--- config.mk ---
export PLATFORM = sky130hd
export DESIGN_NAME = frst_useq
export DESIGN_NICKNAME = d
export VERILOG_FILES = /design/src/frst_pkg.sv /design/src/frst_useq.sv
export SDC_FILE = /design/constraint.sdc
export NUM_CORES = 1
export LEC_CHECK = 0
export ABC_AREA = 1
export BUFFER_PORTS_ARGS = -buffer_cell sky130_fd_sc_hd__buf_2
export CAP_MARGIN = 20
export CORE_MARGIN = 1
export CORE_UTILIZATION = 35
export DETAILED_ROUTE_END_ITERATION = 10
export PLACE_DENSITY = 0.59
export SLEW_MARGIN = 25
export SYNTH_ARGS = -nofsm -noshare
export SYNTH_HDL_FRONTEND = slang
export SYNTH_SLANG_ARGS = --single-unit
--- constraint.sdc ---
create_clock -name clock -period 3.9 [get_ports clock]
set_input_delay 1.17 -clock clock [delete_from_list [all_inputs] [get_ports clock]]
set_output_delay 1.17 -clock clock [all_outputs]
set_load 0.05 [all_outputs]
--- src/frst_pkg.sv ---
// ---------------------------------------------------------------------------
// frst_pkg: shared types and constants for the Fenwick rank/select unit
// Field widths, microcode word layout, condition flags and the control store.
// ---------------------------------------------------------------------------
package frst_pkg;

   localparam int IDX_W   = 11;   // index, size and position fields
   localparam int POS_W   = 12;   // internal node position, holds up to 2 * 2047
   localparam int DELTA_W = 16;
   localparam int RANK_W  = 32;
   localparam int NODE_W  = 32;

   localparam logic [IDX_W-1:0] SIZE_RESET = 11'd1024;

   typedef enum logic [2:0] {
      PC_CLEAR,
      PC_IDLE,
      PC_ADD_CHK,
      PC_ADD_LOOP,
      PC_SEL_INIT,
      PC_SEL_LOOP,
      PC_DONE
   } pc_type;

   typedef enum logic [2:0] {
      OP_NOP,
      OP_CLEAR,
      OP_CAPTURE,
      OP_ADD_START,
      OP_ADD_NODE,
      OP_SEL_START,
      OP_SEL_LEVEL,
      OP_RESULT
   } dp_op_type;

   // sequencing: branch = cond ? target : next, loop = cond ? target : stay,
   // dispatch = wait for a word, then select ? target : next
   typedef enum logic [1:0] {
      NX_BRANCH,
      NX_LOOP,
      NX_DISPATCH
   } nx_type;

   typedef enum logic [2:0] {
      C_ALWAYS,
      C_CLR_LAST,
      C_ADD_BAD,
      C_ADD_END,
      C_N_ZERO,
      C_STEP_END,
      C_RSP_FREE
   } cond_type;

   typedef struct packed {
      dp_op_type op;
      nx_type    nx;
      cond_type  cond;
      pc_type    target;
   } ctrl_word_type;

   typedef struct packed {
      logic clr_last;
      logic add_bad;
      logic add_end;
      logic n_zero;
      logic step_end;
   } flags_type;

   function automatic ctrl_word_type ucode_rom(input pc_type pc);
      ctrl_word_type w;
      case (pc)
         PC_CLEAR:    w = '{OP_CLEAR,     NX_LOOP,     C_CLR_LAST, PC_IDLE};
         PC_IDLE:     w = '{OP_CAPTURE,   NX_DISPATCH, C_ALWAYS,   PC_SEL_INIT};
         PC_ADD_CHK:  w = '{OP_ADD_START, NX_BRANCH,   C_ADD_BAD,  PC_DONE};
         PC_ADD_LOOP: w = '{OP_ADD_NODE,  NX_LOOP,     C_ADD_END,  PC_DONE};
         PC_SEL_INIT: w = '{OP_SEL_START, NX_BRANCH,   C_N_ZERO,   PC_DONE};
         PC_SEL_LOOP: w = '{OP_SEL_LEVEL, NX_LOOP,     C_STEP_END, PC_DONE};
         PC_DONE:     w = '{OP_RESULT,    NX_LOOP,     C_RSP_FREE, PC_IDLE};
         default:     w = '{OP_NOP,       NX_BRANCH,   C_ALWAYS,   PC_IDLE};
      endcase
      return w;
   endfunction

endpackage

--- src/frst_useq.sv ---
// ---------------------------------------------------------------------------
// frst_useq: microcode sequencer
// Step counter over the control store, condition select and jump logic.
// ---------------------------------------------------------------------------
module frst_useq (
   input  logic                    clock,
   input  logic                    reset,
   input  frst_pkg::flags_type     flags,
   input  logic                    req_valid,
   input  logic                    req_select,
   input  logic                    rsp_free,
   output frst_pkg::ctrl_word_type ctrl
);
   import frst_pkg::*;

   pc_type upc_ff;
   pc_type upc_in;
   pc_type upc_next;
   logic   cond_true;

   assign ctrl     = ucode_rom(upc_ff);
   assign upc_next = pc_type'(upc_ff + 3'd1);

   always_comb begin
      case (ctrl.cond)
         C_ALWAYS:   cond_true = 1'b1;
         C_CLR_LAST: cond_true = flags.clr_last;
         C_ADD_BAD:  cond_true = flags.add_bad;
         C_ADD_END:  cond_true = flags.add_end;
         C_N_ZERO:   cond_true = flags.n_zero;
         C_STEP_END: cond_true = flags.step_end;
         C_RSP_FREE: cond_true = rsp_free;
         default:    cond_true = 1'b0;
      endcase
   end

   always_comb begin
      upc_in = upc_ff;
      case (ctrl.nx)
         NX_BRANCH: begin
            upc_in = cond_true ? ctrl.target : upc_next;
         end
         NX_LOOP: begin
            if (cond_true) upc_in = ctrl.target;
         end
         NX_DISPATCH: begin
            if (req_valid) upc_in = req_select ? ctrl.target : upc_next;
         end
         default: begin
            upc_in = PC_IDLE;
         end
      endcase
   end

   always_ff @(posedge clock) begin
      if (reset) begin
         upc_ff <= PC_CLEAR;
      end else begin
         upc_ff <= upc_in;
      end
   end

   a_dispatch_sel: assert property (@(posedge clock) disable iff (reset)
      (ctrl.nx == NX_DISPATCH && req_valid && req_select) |=> upc_ff == PC_SEL_INIT)
      else $error("select word not dispatched to select program");

   a_clear_exit: assert property (@(posedge clock) disable iff (reset)
      (upc_ff == PC_CLEAR) |=> (upc_ff == PC_CLEAR || upc_ff == PC_IDLE))
      else $error("clearing pass left to a step other than idle");

endmodule

* Yosys cells after proc, flatten, opt, wreduce, memory -nomap -nowiden
Cells that the tools add are included.
** Cells by class
- Reduce and logical (&&, ||, !) cells :: 4
- Add/sub/neg operators :: 1
- Equality and inequality tests :: 16
- Muxes and demuxes :: 7
** Operator list (count)
- 11-bit case mux with 7 select lines :: 1
- 3-bit equality test (second input constant) :: 6
- 3-bit by 2-bit equality test with 1-bit output (second input constant) :: 4
- 3-bit 2-to-1 mux :: 4
- 3-bit case mux with 3 select lines :: 1
- 1-bit case mux with 7 select lines :: 1
- 3-bit by 1-bit equality test with 1-bit output (second input constant) :: 2
- 3-bit zero test :: 2
- 2-bit inequality test (second input constant) :: 2
- 3-bit by 1-bit adder with 3-bit output (second input constant) :: 1
- 2-bit by 1-bit equality test with 1-bit output (second input constant) :: 1
- 2-bit equality test (second input constant) :: 1
- 2-bit zero test :: 1
- 2-bit AND reduction :: 1
** Storage, ports and cells
- Register bits after elaboration :: 3
- Output and inout port bits :: 11

* Logic depth before layout (Yosys ltp)
- Depth after elaboration :: 6
- Gate-level depth with buffers :: 15
- Mapped depth without buffers :: 14

* Worst setup path after synthesis
No wires, ideal clock.
- Path type :: register to output
- Start :: register upc_ff[0]
- End :: output ctrl[0] (netlist bit)
- Cell stages (with the launch flop) :: 6
- Path slack :: 85 ps
- Buffers on the path :: 0
- Arrival time :: 2645 ps
- Path through :: dfxtp_1 -> inv_1 -> ha_1 -> nor2_1 -> o21ai_0 -> o211ai_1
** RTL lines
- start, declared :: RTL line frst_useq.sv:16 : pc_type upc_ff;
- start signal, assigned :: RTL line frst_useq.sv:59 : upc_ff <= upc_in;
- end, declared :: RTL line frst_useq.sv:12 : output frst_pkg::ctrl_word_type ctrl

==> run metrics <==
outcome=complete, but fails checks; failing checks=design-rule violations; Post-synth EDFFs=0; CTS resizes=0; GRT Util Overall=0.1631; syn_area_per_cell=6.103 um^2; register area=60.06 um^2; Slowest-stage cell, CP=dfxtp_1; CP peak stage delay=0.63 ns; biggest regs=upc_ff (3); CP Data Arrival Time=2.16 ns; first-pass GRT wire length=2.339 mm; Setup Viol. Count Final=0; H-tree depth=1; CP Buf/Inv Count=4; worst path cell trace=inv_6 > ha_1 > inv_1 > nand2_1 > inv_1 > o21ai_0 > o211ai_1 > buf_2; Synth Cell Area=598.1 um^2; critical path required time=2.73 ns; maxcap violations=0; endpoints failing hold=0; Syn Nets=113; FP Rows=14; Die H=43.34 um; worst-path fanout max=9; main flop type after synthesis=dfxtp_1; Longest Clk Path Bufs=2; Remaining DRCs=6; crit path time final=3.330 ns; vias in the first global route=565; total iterations of the first detailed-routing run=7; CP startpoint kind=register; clock latency on the worst-skew pair=0.23 ns; CP endpoint kind=output port; largest net degree at the start of global routing=10; Slew Limit Fails=0; Die ar.=1878 um^2; part of the cycle the worst path needs=0.8538; Area Growth Syn to Fin=22.59%; vias per cell=4.701; clk slew on worst S/H paths=0.04 ns; Slew HR=0.6592; starting DRC count in detailed routing=29; nets=137; GP Congestion=0.7785; cells after synthesis=98; max reg flops=3; Post-Route WL=1.343 mm; Crit path top cell by count=inv_1; Die W=43.34 um; core area=1559 um^2; post-route ant nets=0; Fmax=0.3003 GHz; initial antenna violation count=0; CP Class=reg2out; dpl hpwl=1.139 mm; post-synthesis async set-or-reset flop share=0; Fillers=166; Vias=644; Setup TNS Final=0 ns; I/O pin cnt=21; post-synth cell types=26; root buffer cell=clkbuf_4; synthesized flop and latch total=3; # diodes=0; Post-CTS Hold Buffers=0; Port-buffer cells=20; clk sink count=3; CTS tree=done; skew final=0.003442 ns; Initial Util=0.3836; CTS buffer count=3; critical path's top delay family=buffers and inverters; Seq/Total Area, Yosys=0.1004; unrepaired setup endpoints after global routing=false; min-delay worst type=reg2reg; grt ovf=0; WL/cell=9.803 um; Multi-input gate area=442.9 um^2; share of layout cells above drive strength 1=0.2810; largest register by flop count=upc_ff; Yosys Warn Count=0; Post-CTS Setup Bufs=0; worst slew pin tran=0.5104 ns
## final cells by class
| cell class | count | share of cell area |
|---|---|---|
| multi-input cells | 73 | 0.6041 |
| repair buffers | 20 | 0.1365 |
| inverters | 21 | 0.1143 |
| flip-flops and latches | 3 | 0.08191 |
| clock buffers | 4 | 0.03584 |
| well taps | 16 | 0.02730 |
## layer usage
| metal | share of wire | global-route usage | up-vias |
|---|---|---|---|
| li1 | - | - | 355 |
| met1 | 0.46 | 0.2107 | 273 |
| met2 | 0.50 | 0.2727 | 16 |
| met3 | 0.044 | 0.01667 | 0 |
| met4 | 0 | 0.07500 | 0 |
| met5 | 0 | 0 | - |
## stage by stage
step                hold WS, ns  cell area (um^2)  worst slack [ns]  utilization  instances
floorplan                0.4924             598.1           0.08512            -         98
global placement         0.5287             706.9            0.9084       0.4535        133
detailed placement       0.5363             706.9            0.8196       0.4535        133
CTS                      0.5525             733.2            0.5565       0.4703        137
global route             0.5755             733.2            0.3881       0.4703        137
finish                   0.5393             733.2            0.5703       0.4703        137
## final timing paths
check,from,end,slack [ns],cells past startpoint
worst max-delay path,upc_ff[2]$_SDFFE_PP0P_,ctrl[0],0.57,8
worst min register to register,upc_ff[1]$_SDFFE_PP0P_,upc_ff[1]$_SDFFE_PP0P_,0.54,2
worst max register to register,upc_ff[2]$_SDFFE_PP0P_,upc_ff[0]$_SDFFE_PP0P_,1.60,12
worst min-delay path,upc_ff[1]$_SDFFE_PP0P_,upc_ff[1]$_SDFFE_PP0P_,0.54,2
## kinds of logic after synthesis
logic type / after synthesis / share of synthesized area
buffers and inverters: 22 / 0.1590
AO/OA/AOI/OAI: 15 / 0.1632
adder cells (fa/ha/maj): 5 / 0.1046
AND/OR/NAND/NOR: 52 / 0.4582
XOR/XNOR: 1 / 0.01465
flip-flops: 3 / 0.1004
## cells in the mapped netlist (2+ instances only)
master	instances	area [um^2]
ha_1	5	62.56
nand3_1	8	40.04
a21oi_1	6	30.03
nand4_1	2	12.51
inv_1	20	75.07
nand2_1	22	82.58
o21ai_0	3	15.01
nor2_1	10	37.54
dfxtp_1	3	60.06
nand2_2	3	18.77
## placed cells by master, fill, tap and decap left out, types with 2 or more instances in the layout
cell and n:
a21oi_1 6, dfxtp_1 3, buf_2 20, nor2_1 10, nand3_1 8, nand4_1 2, inv_1 20, nand2_2 3
clkbuf_4 3, ha_1 5, nand2_1 22, o21ai_0 3
## worst reg2reg max path, stage by stage (launching register included)
cell	delay [ns]
dfxtp_1	0.63
inv_6	0.08
ha_1	0.21
inv_1	0.17
nand2_1	0.17
nand2_1	0.11
nand2_2	0.06
a21oi_2	0.18
nand2_2	0.13
a21oi_4	0.20
nand3_1	0.09
nor2_1	0.13
nor2_1	0.05
Power is not shown: default switching activity piles up to over one toggle a cycle in this logic, so the estimate is an artifact.
